$ cat src/hw/rtl/olt_pkg.sv
// types, constants and register codes of the tilt orientation led trail
package olt_pkg;

  localparam int RING_LENGTH = 24;
  localparam int CNT_W       = $clog2(RING_LENGTH);
  localparam int POS_W       = 5;
  localparam int BYTE_W      = 8;
  localparam int WIN_W       = 11;
  localparam int AXIS_W      = 12;
  localparam int REG_IDX_W   = 3;

  localparam int QUEUE_DEPTH = 2;
  localparam int QUEUE_PTR_W = $clog2(QUEUE_DEPTH);
  localparam int QUEUE_CNT_W = $clog2(QUEUE_DEPTH + 1);

  // register indexes of the configuration port
  localparam logic [REG_IDX_W-1:0] REG_SIDE_WINDOW   = 3'd0;
  localparam logic [REG_IDX_W-1:0] REG_FLAT_WINDOW   = 3'd1;
  localparam logic [REG_IDX_W-1:0] REG_GRAVITY_MIN   = 3'd2;
  localparam logic [REG_IDX_W-1:0] REG_GRAVITY_MAX_Y = 3'd3;
  localparam logic [REG_IDX_W-1:0] REG_GRAVITY_MAX_X = 3'd4;
  localparam logic [REG_IDX_W-1:0] REG_COLOR_LEVEL   = 3'd5;

  // register reset values
  localparam logic [WIN_W-1:0]  SIDE_WINDOW_RST   = 11'd175;
  localparam logic [WIN_W-1:0]  FLAT_WINDOW_RST   = 11'd250;
  localparam logic [WIN_W-1:0]  GRAVITY_MIN_RST   = 11'd990;
  localparam logic [WIN_W-1:0]  GRAVITY_MAX_Y_RST = 11'd1100;
  localparam logic [WIN_W-1:0]  GRAVITY_MAX_X_RST = 11'd1110;
  localparam logic [BYTE_W-1:0] COLOR_LEVEL_RST   = 8'd240;

  typedef enum logic [2:0] {
    ORIENT_NONE   = 3'd0,
    ORIENT_Y_DOWN = 3'd1,
    ORIENT_Y_UP   = 3'd2,
    ORIENT_X_DOWN = 3'd3,
    ORIENT_X_UP   = 3'd4
  } orient_t;

  typedef struct packed {
    logic [BYTE_W-1:0] red;
    logic [BYTE_W-1:0] green;
    logic [BYTE_W-1:0] blue;
  } colour_t;

  // one classified sample between front and back
  typedef struct packed {
    orient_t orientation;
    colour_t head;
  } item_t;

  typedef struct packed {
    logic [WIN_W-1:0]  side_window;
    logic [WIN_W-1:0]  flat_window;
    logic [WIN_W-1:0]  gravity_min;
    logic [WIN_W-1:0]  gravity_max_y;
    logic [WIN_W-1:0]  gravity_max_x;
    logic [BYTE_W-1:0] color_level;
  } cfg_t;

endpackage

$ cat src/hw/rtl/olt_if.sv
// channel interfaces: sample input, pixel output, configuration write

interface olt_sample_if;
  import olt_pkg::*;
  logic              valid;
  logic              ready;
  logic [BYTE_W-1:0] x_high;
  logic [BYTE_W-1:0] x_low;
  logic [BYTE_W-1:0] y_high;
  logic [BYTE_W-1:0] y_low;
  logic [BYTE_W-1:0] z_high;
  logic [BYTE_W-1:0] z_low;

  modport source (output valid, x_high, x_low, y_high, y_low, z_high, z_low,
                  input ready);
  modport sink (input valid, x_high, x_low, y_high, y_low, z_high, z_low,
                output ready);
endinterface

interface olt_pixel_if;
  import olt_pkg::*;
  logic              valid;
  logic              ready;
  logic [2:0]        orientation;
  logic [POS_W-1:0]  position;
  logic [BYTE_W-1:0] red;
  logic [BYTE_W-1:0] green;
  logic [BYTE_W-1:0] blue;
  logic              last_pixel;

  modport source (output valid, orientation, position, red, green, blue, last_pixel,
                  input ready);
  modport sink (input valid, orientation, position, red, green, blue, last_pixel,
                output ready);
endinterface

interface olt_cfg_if;
  import olt_pkg::*;
  logic                 valid;
  logic                 ready;
  logic [REG_IDX_W-1:0] index;
  logic [WIN_W-1:0]     data;

  modport source (output valid, index, data, input ready);
  modport sink (input valid, index, data, output ready);
endinterface

$ cat src/hw/rtl/olt_queue.sv
// short queue of classified samples between front and back
module olt_queue (
  input  logic          clk,
  input  logic          rst,
  input  logic          push_valid,
  output logic          push_ready,
  input  olt_pkg::item_t push_item,
  output logic          pop_valid,
  input  logic          pop_ready,
  output olt_pkg::item_t pop_item
);
  import olt_pkg::*;

  item_t                  entries [QUEUE_DEPTH];
  logic [QUEUE_PTR_W-1:0] wr_ptr;
  logic [QUEUE_PTR_W-1:0] rd_ptr;
  logic [QUEUE_CNT_W-1:0] count;
  logic                   do_push;
  logic                   do_pop;

  assign push_ready = (count != QUEUE_CNT_W'(QUEUE_DEPTH));
  assign pop_valid  = (count != '0);
  assign pop_item   = entries[rd_ptr];
  assign do_push    = push_valid && push_ready;
  assign do_pop     = pop_valid && pop_ready;

  // storage, no reset needed
  always_ff @(posedge clk) begin
    if (do_push) begin
      entries[wr_ptr] <= push_item;
    end
  end

  // pointers and fill count
  always_ff @(posedge clk) begin
    if (rst) begin
      wr_ptr <= '0;
      rd_ptr <= '0;
      count  <= '0;
    end else begin
      if (do_push) begin
        wr_ptr <= (wr_ptr == QUEUE_PTR_W'(QUEUE_DEPTH - 1)) ? '0 : wr_ptr + 1'b1;
      end
      if (do_pop) begin
        rd_ptr <= (rd_ptr == QUEUE_PTR_W'(QUEUE_DEPTH - 1)) ? '0 : rd_ptr + 1'b1;
      end
      if (do_push && !do_pop) begin
        count <= count + 1'b1;
      end else if (do_pop && !do_push) begin
        count <= count - 1'b1;
      end
    end
  end

endmodule

$ cat src/hw/rtl/olt_front.sv
// front: takes samples, builds axis values and classifies the tilt
module olt_front (
  input  logic           clk,
  input  logic           rst,
  olt_sample_if.sink     sample,
  input  olt_pkg::cfg_t  cfg,
  output logic           push_valid,
  input  logic           push_ready,
  output olt_pkg::item_t push_item
);
  import olt_pkg::*;

  function automatic logic signed [AXIS_W-1:0] axis_value(
    input logic [BYTE_W-1:0] hi,
    input logic [BYTE_W-1:0] lo
  );
    return {hi, lo[BYTE_W-1:BYTE_W-4]};
  endfunction

  function automatic logic near_zero(
    input logic signed [AXIS_W-1:0] v,
    input logic [WIN_W-1:0]         half
  );
    logic signed [AXIS_W:0] w;
    logic signed [AXIS_W:0] h;
    w = {v[AXIS_W-1], v};
    h = {2'b00, half};
    return (w >= -h) && (w <= h);
  endfunction

  function automatic logic in_band(
    input logic signed [AXIS_W-1:0] v,
    input logic [WIN_W-1:0]         lo,
    input logic [WIN_W-1:0]         hi
  );
    logic signed [AXIS_W:0] w;
    logic signed [AXIS_W:0] l;
    logic signed [AXIS_W:0] h;
    w = {v[AXIS_W-1], v};
    l = {2'b00, lo};
    h = {2'b00, hi};
    return (w >= l) && (w <= h);
  endfunction

  function automatic logic in_neg_band(
    input logic signed [AXIS_W-1:0] v,
    input logic [WIN_W-1:0]         lo,
    input logic [WIN_W-1:0]         hi
  );
    logic signed [AXIS_W:0] w;
    logic signed [AXIS_W:0] l;
    logic signed [AXIS_W:0] h;
    w = {v[AXIS_W-1], v};
    l = {2'b00, lo};
    h = {2'b00, hi};
    return (w <= -l) && (w >= -h);
  endfunction

  logic signed [AXIS_W-1:0] x_val;
  logic signed [AXIS_W-1:0] y_val;
  logic signed [AXIS_W-1:0] z_val;
  logic                     flat;
  logic                     x_side;
  logic                     y_side;
  item_t                    item_next;
  item_t                    item;
  logic                     item_valid;

  assign x_val  = axis_value(sample.x_high, sample.x_low);
  assign y_val  = axis_value(sample.y_high, sample.y_low);
  assign z_val  = axis_value(sample.z_high, sample.z_low);
  assign flat   = near_zero(z_val, cfg.flat_window);
  assign x_side = near_zero(x_val, cfg.side_window);
  assign y_side = near_zero(y_val, cfg.side_window);

  // window tests in priority order, then head colour
  always_comb begin
    item_next = '0;
    item_next.orientation = ORIENT_NONE;
    if (flat && x_side && in_neg_band(y_val, cfg.gravity_min, cfg.gravity_max_y)) begin
      item_next.orientation = ORIENT_Y_DOWN;
    end else if (flat && x_side && in_band(y_val, cfg.gravity_min, cfg.gravity_max_y)) begin
      item_next.orientation = ORIENT_Y_UP;
    end else if (flat && y_side && in_neg_band(x_val, cfg.gravity_min, cfg.gravity_max_x)) begin
      item_next.orientation = ORIENT_X_DOWN;
    end else if (flat && y_side && in_band(x_val, cfg.gravity_min, cfg.gravity_max_x)) begin
      item_next.orientation = ORIENT_X_UP;
    end
    case (item_next.orientation)
      ORIENT_Y_DOWN: item_next.head.green = cfg.color_level;
      ORIENT_Y_UP:   item_next.head.blue  = cfg.color_level;
      ORIENT_X_DOWN: item_next.head.red   = cfg.color_level;
      ORIENT_X_UP: begin
        item_next.head.red  = cfg.color_level;
        item_next.head.blue = cfg.color_level;
      end
      default: item_next.head = '0;
    endcase
  end

  assign sample.ready = !item_valid || push_ready;
  assign push_valid   = item_valid;
  assign push_item    = item;

  // holding register in front of the queue
  always_ff @(posedge clk) begin
    if (rst) begin
      item_valid <= 1'b0;
    end else if (sample.valid && sample.ready) begin
      item_valid <= 1'b1;
    end else if (push_ready) begin
      item_valid <= 1'b0;
    end
  end

  always_ff @(posedge clk) begin
    if (sample.valid && sample.ready) begin
      item <= item_next;
    end
  end

endmodule

$ cat src/hw/rtl/olt_back.sv
// back: emits the head and the trail pixel by pixel, then shifts the trail
module olt_back (
  input  logic           clk,
  input  logic           rst,
  input  logic           pop_valid,
  output logic           pop_ready,
  input  olt_pkg::item_t pop_item,
  olt_pixel_if.source    pixel
);
  import olt_pkg::*;

  localparam logic [CNT_W-1:0] LAST = CNT_W'(RING_LENGTH - 1);

  colour_t          trail [RING_LENGTH];
  logic             busy;
  logic [CNT_W-1:0] cnt;
  orient_t          cls;
  logic             issue;
  logic             shift;

  // output register
  logic             out_valid;
  orient_t          out_orient;
  logic [POS_W-1:0] out_pos;
  colour_t          out_colour;
  logic             out_last;

  assign issue     = !out_valid || pixel.ready;
  assign pop_ready = issue && !busy;
  assign shift     = issue && busy && (cnt == LAST);

  assign pixel.valid       = out_valid;
  assign pixel.orientation = out_orient;
  assign pixel.position    = out_pos;
  assign pixel.red         = out_colour.red;
  assign pixel.green       = out_colour.green;
  assign pixel.blue        = out_colour.blue;
  assign pixel.last_pixel  = out_last;

  // sequencing control
  always_ff @(posedge clk) begin
    if (rst) begin
      busy      <= 1'b0;
      cnt       <= '0;
      out_valid <= 1'b0;
    end else if (issue) begin
      if (busy) begin
        out_valid <= 1'b1;
        if (cnt == LAST) begin
          busy <= 1'b0;
        end else begin
          cnt <= cnt + 1'b1;
        end
      end else if (pop_valid) begin
        out_valid <= 1'b1;
        busy      <= 1'b1;
        cnt       <= CNT_W'(1);
      end else begin
        out_valid <= 1'b0;
      end
    end
  end

  // pixel payload
  always_ff @(posedge clk) begin
    if (issue) begin
      if (busy) begin
        out_orient <= cls;
        out_pos    <= POS_W'(cnt);
        out_colour <= trail[cnt];
        out_last   <= (cnt == LAST);
      end else if (pop_valid) begin
        cls        <= pop_item.orientation;
        out_orient <= pop_item.orientation;
        out_pos    <= '0;
        out_colour <= pop_item.head;
        out_last   <= 1'b0;
      end
    end
  end

  // trail store: head written on pop, whole trail moves after the last pixel
  always_ff @(posedge clk) begin
    if (rst) begin
      for (int k = 0; k < RING_LENGTH; k++) begin
        trail[k] <= '0;
      end
    end else if (pop_valid && pop_ready) begin
      trail[0] <= pop_item.head;
    end else if (shift) begin
      for (int k = 1; k < RING_LENGTH; k++) begin
        trail[k] <= trail[k-1];
      end
    end
  end

endmodule

$ cat src/hw/rtl/tilt_orientation_led_trail.sv
// top level of the tilt orientation led trail
// the head pixel of a sample passes the front holding register, a queue entry and the
// output register, the rest follow one per cycle while the sink takes them
// the back end takes no new sample until it has issued every pixel word of the last one
// a two-entry queue and a front holding register let up to three samples wait meanwhile
// reset (synchronous, active high) clears the trail to off and loads the register defaults
module tilt_orientation_led_trail (
  input  logic        clk,
  input  logic        rst,
  olt_sample_if.sink  sample,
  olt_pixel_if.source pixel,
  olt_cfg_if.sink     cfg
);
  import olt_pkg::*;

  cfg_t  regs;
  logic  push_valid;
  logic  push_ready;
  item_t push_item;
  logic  pop_valid;
  logic  pop_ready;
  item_t pop_item;

  assign cfg.ready = 1'b1;

  // configuration registers, writes beyond the list are dropped
  always_ff @(posedge clk) begin
    if (rst) begin
      regs.side_window   <= SIDE_WINDOW_RST;
      regs.flat_window   <= FLAT_WINDOW_RST;
      regs.gravity_min   <= GRAVITY_MIN_RST;
      regs.gravity_max_y <= GRAVITY_MAX_Y_RST;
      regs.gravity_max_x <= GRAVITY_MAX_X_RST;
      regs.color_level   <= COLOR_LEVEL_RST;
    end else if (cfg.valid && cfg.ready) begin
      case (cfg.index)
        REG_SIDE_WINDOW:   regs.side_window   <= cfg.data;
        REG_FLAT_WINDOW:   regs.flat_window   <= cfg.data;
        REG_GRAVITY_MIN:   regs.gravity_min   <= cfg.data;
        REG_GRAVITY_MAX_Y: regs.gravity_max_y <= cfg.data;
        REG_GRAVITY_MAX_X: regs.gravity_max_x <= cfg.data;
        REG_COLOR_LEVEL:   regs.color_level   <= cfg.data[BYTE_W-1:0];
        default: ;
      endcase
    end
  end

  olt_front u_front (
    .clk        (clk),
    .rst        (rst),
    .sample     (sample),
    .cfg        (regs),
    .push_valid (push_valid),
    .push_ready (push_ready),
    .push_item  (push_item)
  );

  olt_queue u_queue (
    .clk        (clk),
    .rst        (rst),
    .push_valid (push_valid),
    .push_ready (push_ready),
    .push_item  (push_item),
    .pop_valid  (pop_valid),
    .pop_ready  (pop_ready),
    .pop_item   (pop_item)
  );

  olt_back u_back (
    .clk       (clk),
    .rst       (rst),
    .pop_valid (pop_valid),
    .pop_ready (pop_ready),
    .pop_item  (pop_item),
    .pixel     (pixel)
  );

endmodule

$ cat src/flat_wrapper.sv
// flat-port wrapper written by rule: the top's interface ports become plain ports
module tilt_orientation_led_trail_flat import olt_pkg::*;
  (clk, rst, sample_valid, sample_x_high, sample_x_low, sample_y_high, sample_y_low, sample_z_high, sample_z_low, sample_ready, pixel_valid, pixel_orientation, pixel_position, pixel_red, pixel_green, pixel_blue, pixel_last_pixel, pixel_ready, cfg_valid, cfg_index, cfg_data, cfg_ready);
  olt_sample_if sample_i ();
  olt_pixel_if pixel_i ();
  olt_cfg_if cfg_i ();
  input  logic clk;
  input  logic rst;
  input wire logic [$bits(sample_i.valid)-1:0] sample_valid;
  input wire logic [$bits(sample_i.x_high)-1:0] sample_x_high;
  input wire logic [$bits(sample_i.x_low)-1:0] sample_x_low;
  input wire logic [$bits(sample_i.y_high)-1:0] sample_y_high;
  input wire logic [$bits(sample_i.y_low)-1:0] sample_y_low;
  input wire logic [$bits(sample_i.z_high)-1:0] sample_z_high;
  input wire logic [$bits(sample_i.z_low)-1:0] sample_z_low;
  output wire logic [$bits(sample_i.ready)-1:0] sample_ready;
  output wire logic [$bits(pixel_i.valid)-1:0] pixel_valid;
  output wire logic [$bits(pixel_i.orientation)-1:0] pixel_orientation;
  output wire logic [$bits(pixel_i.position)-1:0] pixel_position;
  output wire logic [$bits(pixel_i.red)-1:0] pixel_red;
  output wire logic [$bits(pixel_i.green)-1:0] pixel_green;
  output wire logic [$bits(pixel_i.blue)-1:0] pixel_blue;
  output wire logic [$bits(pixel_i.last_pixel)-1:0] pixel_last_pixel;
  input wire logic [$bits(pixel_i.ready)-1:0] pixel_ready;
  input wire logic [$bits(cfg_i.valid)-1:0] cfg_valid;
  input wire logic [$bits(cfg_i.index)-1:0] cfg_index;
  input wire logic [$bits(cfg_i.data)-1:0] cfg_data;
  output wire logic [$bits(cfg_i.ready)-1:0] cfg_ready;
  assign sample_i.valid = sample_valid;
  assign sample_i.x_high = sample_x_high;
  assign sample_i.x_low = sample_x_low;
  assign sample_i.y_high = sample_y_high;
  assign sample_i.y_low = sample_y_low;
  assign sample_i.z_high = sample_z_high;
  assign sample_i.z_low = sample_z_low;
  assign sample_ready = sample_i.ready;
  assign pixel_valid = pixel_i.valid;
  assign pixel_orientation = pixel_i.orientation;
  assign pixel_position = pixel_i.position;
  assign pixel_red = pixel_i.red;
  assign pixel_green = pixel_i.green;
  assign pixel_blue = pixel_i.blue;
  assign pixel_last_pixel = pixel_i.last_pixel;
  assign pixel_i.ready = pixel_ready;
  assign cfg_i.valid = cfg_valid;
  assign cfg_i.index = cfg_index;
  assign cfg_i.data = cfg_data;
  assign cfg_ready = cfg_i.ready;
  tilt_orientation_led_trail u_core (.clk(clk), .rst(rst), .sample(sample_i), .pixel(pixel_i), .cfg(cfg_i));
endmodule
$ cat config.mk
export PLATFORM = sky130hd
export DESIGN_NAME = tilt_orientation_led_trail_flat
export DESIGN_NICKNAME = d
export VERILOG_FILES = /design/src/hw/rtl/olt_pkg.sv /design/src/hw/rtl/olt_if.sv /design/src/hw/rtl/olt_queue.sv /design/src/hw/rtl/olt_front.sv /design/src/hw/rtl/olt_back.sv /design/src/hw/rtl/tilt_orientation_led_trail.sv /design/src/flat_wrapper.sv
export SDC_FILE = /design/constraint.sdc
export NUM_CORES = 1
export LEC_CHECK = 0
export ABC_CLOCK_PERIOD_IN_PS = 32500
export BUFFER_PORTS_ARGS = -buffer_cell sky130_fd_sc_hd__buf_2
export CAP_MARGIN = 20
export CORE_MARGIN = 2
export CORE_UTILIZATION = 60
export CTS_CLUSTER_DIAMETER = 60
export DETAILED_ROUTE_END_ITERATION = 8
export MAX_ROUTING_LAYER = met4
export PLACE_DENSITY = 0.87
export SETUP_SLACK_MARGIN = 0.02
export SYNTH_ARGS = -nofsm -noshare
export SYNTH_HDL_FRONTEND = slang
export SYNTH_HIERARCHICAL = 1
export SYNTH_SLANG_ARGS = --single-unit
export TNS_END_PERCENT = 30
$ cat constraint.sdc
create_clock -name clk -period 32.5 [get_ports clk]
set_input_delay 1.625 -clock clk [delete_from_list [all_inputs] [get_ports clk]]
set_output_delay 1.625 -clock clk [all_outputs]
set_load 0.01 [all_outputs]
==> results.yml <==
pwr:
  vdd_drop_max_mv: 0.04526
  pwr-share-clk_pct: 34.8
  p_sw_w: 0.0007105
  leakagePower_nw: 15.50
  pwr-share-seq_pct: 48.3
  internal_power_w: 0.001856
  combPwrFrac_pct: 16.9
  swShare_pct: 27.68
  p_per_area_nw_per_um2: 61.06
floorplanning:
  die_x_um: 257.2
  die_y_um: 257.2
  coreArea_sq_um: 63200
  dieArea_sq_um: 66160
  start_util_pct: 60.88
  ios: 103
  placementRows: 92
timing:
  whs_ns: 0.4222
  fmax_mhz: 218.4
  max_slew.worst_pin.slew_ns: 1.192
  finalClockSkew_ns: 0.03228
  timing_hold_violations_final: 0
  rsz0062_at_grt: "no"
  final.setup.tns_ns: 0
  maxSlewViolCount: 0
  fin_crit_ns: 4.579
  setup_viol_count_final: 0
  maxSlewHeadroom_pct: 20.38
  min_period_over_period_pct: 14.09
synth:
  synth_nets: 3123
  synth.largest_area_cell: "edfxtp_1"
  syn_area_sq_um: 38470
  synth-main-ff-cell: "edfxtp_1"
  synth-edff-count: 693
  synth_common_cells: "693 x edfxtp_1, 450 x and2_1, 255 x mux2i_1"
  yosys_warnings: 6
  synth_async_sr_flop_share_pct: 0
  avgSynthCellArea_sq_um: 13.28
  yosysMostFrequentCell: "edfxtp_1"
  synth.distinct_cells: 86
  synthTopCellsByArea: "edfxtp_1 54%, and2_1 7.3%, mux2i_1 6.6%"
  ys_ff_latch: 774
  netlist.area_leader.share_pct: 54.09
  synthCells: 2896
  ys_seq_area_share_pct: 58.31
placement:
  dp.final_hpwl_um: 55470
  dp.cells: 3693
  gp_congestion: 0.8965
  port_buffers: 89
critical_path:
  worst-endpoint-arrival_ns: 4.95
  crit_fanout: 26
  required_ns: 32.87
  max_stage_delay_ns: 0.72
  endpoint_kind: "flip-flop"
  crit_family: "simple AND/OR/NAND/NOR gates"
  critPathBufInv: 1
  start_kind: "input port"
  critPathKind: "input port to flip-flop"
  cp_slowest_cell: "nor3b_1"
  crit_chain: "buf_2, ha_1, a21o_1, a221o_1, a31o_2, o211a_1, nor3b_1, o311ai_4, nor2_4, and4b_1"
finish:
  n_fill_cell: 4227
  fin_cells: 3838
  drive_gt1_share_pct: 11.87
  multiInputGateArea_sq_um: 14900
  regArea_sq_um: 22440
  final_nets: 3155
  area_growth_pct: 9.259
global_routing:
  grt-ovfl-total: 0
  grt_max_degree: 307
  grt_pass1_wl_um: 139800
  grt_use_total_pct: 28.29
  grt_pass1_vias: 24190
  antenna_found_initial: 2
drt:
  first_pass_iters: 6
  drc: 0
  vias: 24340
  drt_iter0_drc: 2675
  post_drt_wl_per_cell_um: 24.07
  viasPerCell: 6.342
  wl_um: 92380
  ant_nets: 0
clocking:
  clkSinkCount: 774
  numCtsBuffers: 77
  clk_pin_slew_ns: 0.07
  clockRootBuffer: "clkbuf_16"
  clock_latency_ns: 0.64
  post-cts-setup-buffers: 0
  clock_path_buffers: 3
  post_cts_resized: 0
  h-tree-depth: 3
  cts-hold-fix-buffers: 0
  cts_tree: "built"
hold_path:
  hp-class: "flip-flop to flip-flop"
outcome:
  outcome: "finished clean"
job:
  cap_violations: 0
power groups by stage:
stage	Combinational [W]	Sequential [W]	Clock [W]
final	0.000434	0.00124	0.000894
after detailed placement	0.000413	0.00126	0
after global placement	0.000400	0.00125	0
after global routing	0.000457	0.00125	0.000943
after floorplan	0.000260	0.00127	0
after CTS	0.000422	0.00124	0.000904
layer usage:
layer  GRT usage (%)  share of wire (%)  vias up  routed length [um]
met5               -                  0        -                   0
met4           11.13                3.9        0                3566
met3           5.812                8.6      256                7983
met2           44.38                 48     1191               44150
met1           36.35                 40    12090               36680
li1                -                  -    10810                   -
registers in the layout, summed over array words and instances, names as in the netlist, 5 cells and up, named ones only:
signal and cells:
u_core/u_back/trail 576, u_core/regs 63, u_core/u_queue/entries 54, u_core/u_front/push_item 27
u_core/u_back/pixel.blue 8, u_core/u_back/pixel.green 8, u_core/u_back/pixel.red 8, u_core/u_back/cnt 5
u_core/u_back/pixel.position 5
metrics by stage:
step | worst slack [ns] | instance area, sq um | total power (W) | util (%)
after floorplan | 3.881 | 38470 | 0.001530 | -
after global placement | 27.42 | 39440 | 0.001653 | 62.41
after detailed placement | 27.33 | 39470 | 0.001671 | 62.46
after CTS | 27.95 | 41980 | 0.002566 | 66.43
after global routing | 27.85 | 42030 | 0.002647 | 66.51
final | 27.92 | 42030 | 0.002567 | 66.51
cells in the final DEF, fill, tap and decap left out, types with 30 or more instances in the layout:
cell / count
edfxtp_1: 693
and2_1: 447
mux2i_1: 255
ha_1: 160
nor2b_1: 155
a22oi_1: 122
inv_1: 103
nor2_1: 89
buf_2: 88
clkbuf_16: 77
dfxtp_1: 77
nand3_1: 64
nand2b_1: 56
mux4_2: 48
a21oi_1: 37
xnor2_1: 35
o21ai_0: 34
mux2_2: 30
nand4_1: 30
nand2_1: 30
cell families (layout without fill, tap and decap cells):
family / Yosys count / count (layout) / share of synthesized area, %
xor gates and xnor gates: 45 / 45 / 1.096
DFF: 774 / 774 / 58.31
AOI/OAI and AO/OA: 322 / 322 / 6.170
adders and majority gates: 163 / 163 / 5.282
buffers and inverters: 266 / 360 / 3.233
and+or+nand+nor: 992 / 992 / 15.58
muxes: 333 / 333 / 10.32
other: 1 / 3 / 0.009747
worst reg2reg max path, cell delays in order, from the launching register on:
cell and delay (ns):
dfxtp_1 0.35, nor2_1 0.23, nand4_1 0.16, nor2_1 0.14
nand2_1 0.12, nor2_1 0.13, xnor2_1 0.09, ha_1 0.29
and3_1 0.21, nand4_1 0.14, a21oi_1 0.21, nor4_1 0.08
nor3b_1 0.70, o311ai_4 0.33, nor2_4 0.64, and4b_1 0.30
cell type report:
type	instances	share of cell area, %
Clock buffer	93	4.751
Antenna cell	2	0.01191
Multi-Input combinational cell	1856	35.45
Timing Repair Buffer	115	1.723
Inverter	104	0.9287
Sequential cell	774	53.39
Clock inverter	48	1.223
Tap cell	846	2.518
final timing paths:
kind / start / endpoint / slack [ns] / cells after the start
setup / recovery: sample_z_high[3] / u_core/u_front/push_item[16] / 27.92 / 10
hold / removal: u_core/u_front/push_item[5] / u_core/u_queue/entries[0][5] / 0.42 / 0
setup reg to reg: u_core/regs[43] / u_core/u_front/push_item[16] / 28.13 / 15
hold reg to reg: u_core/u_front/push_item[5] / u_core/u_queue/entries[0][5] / 0.42 / 0
No activity file was read; power rests on OpenSTA's default activity.
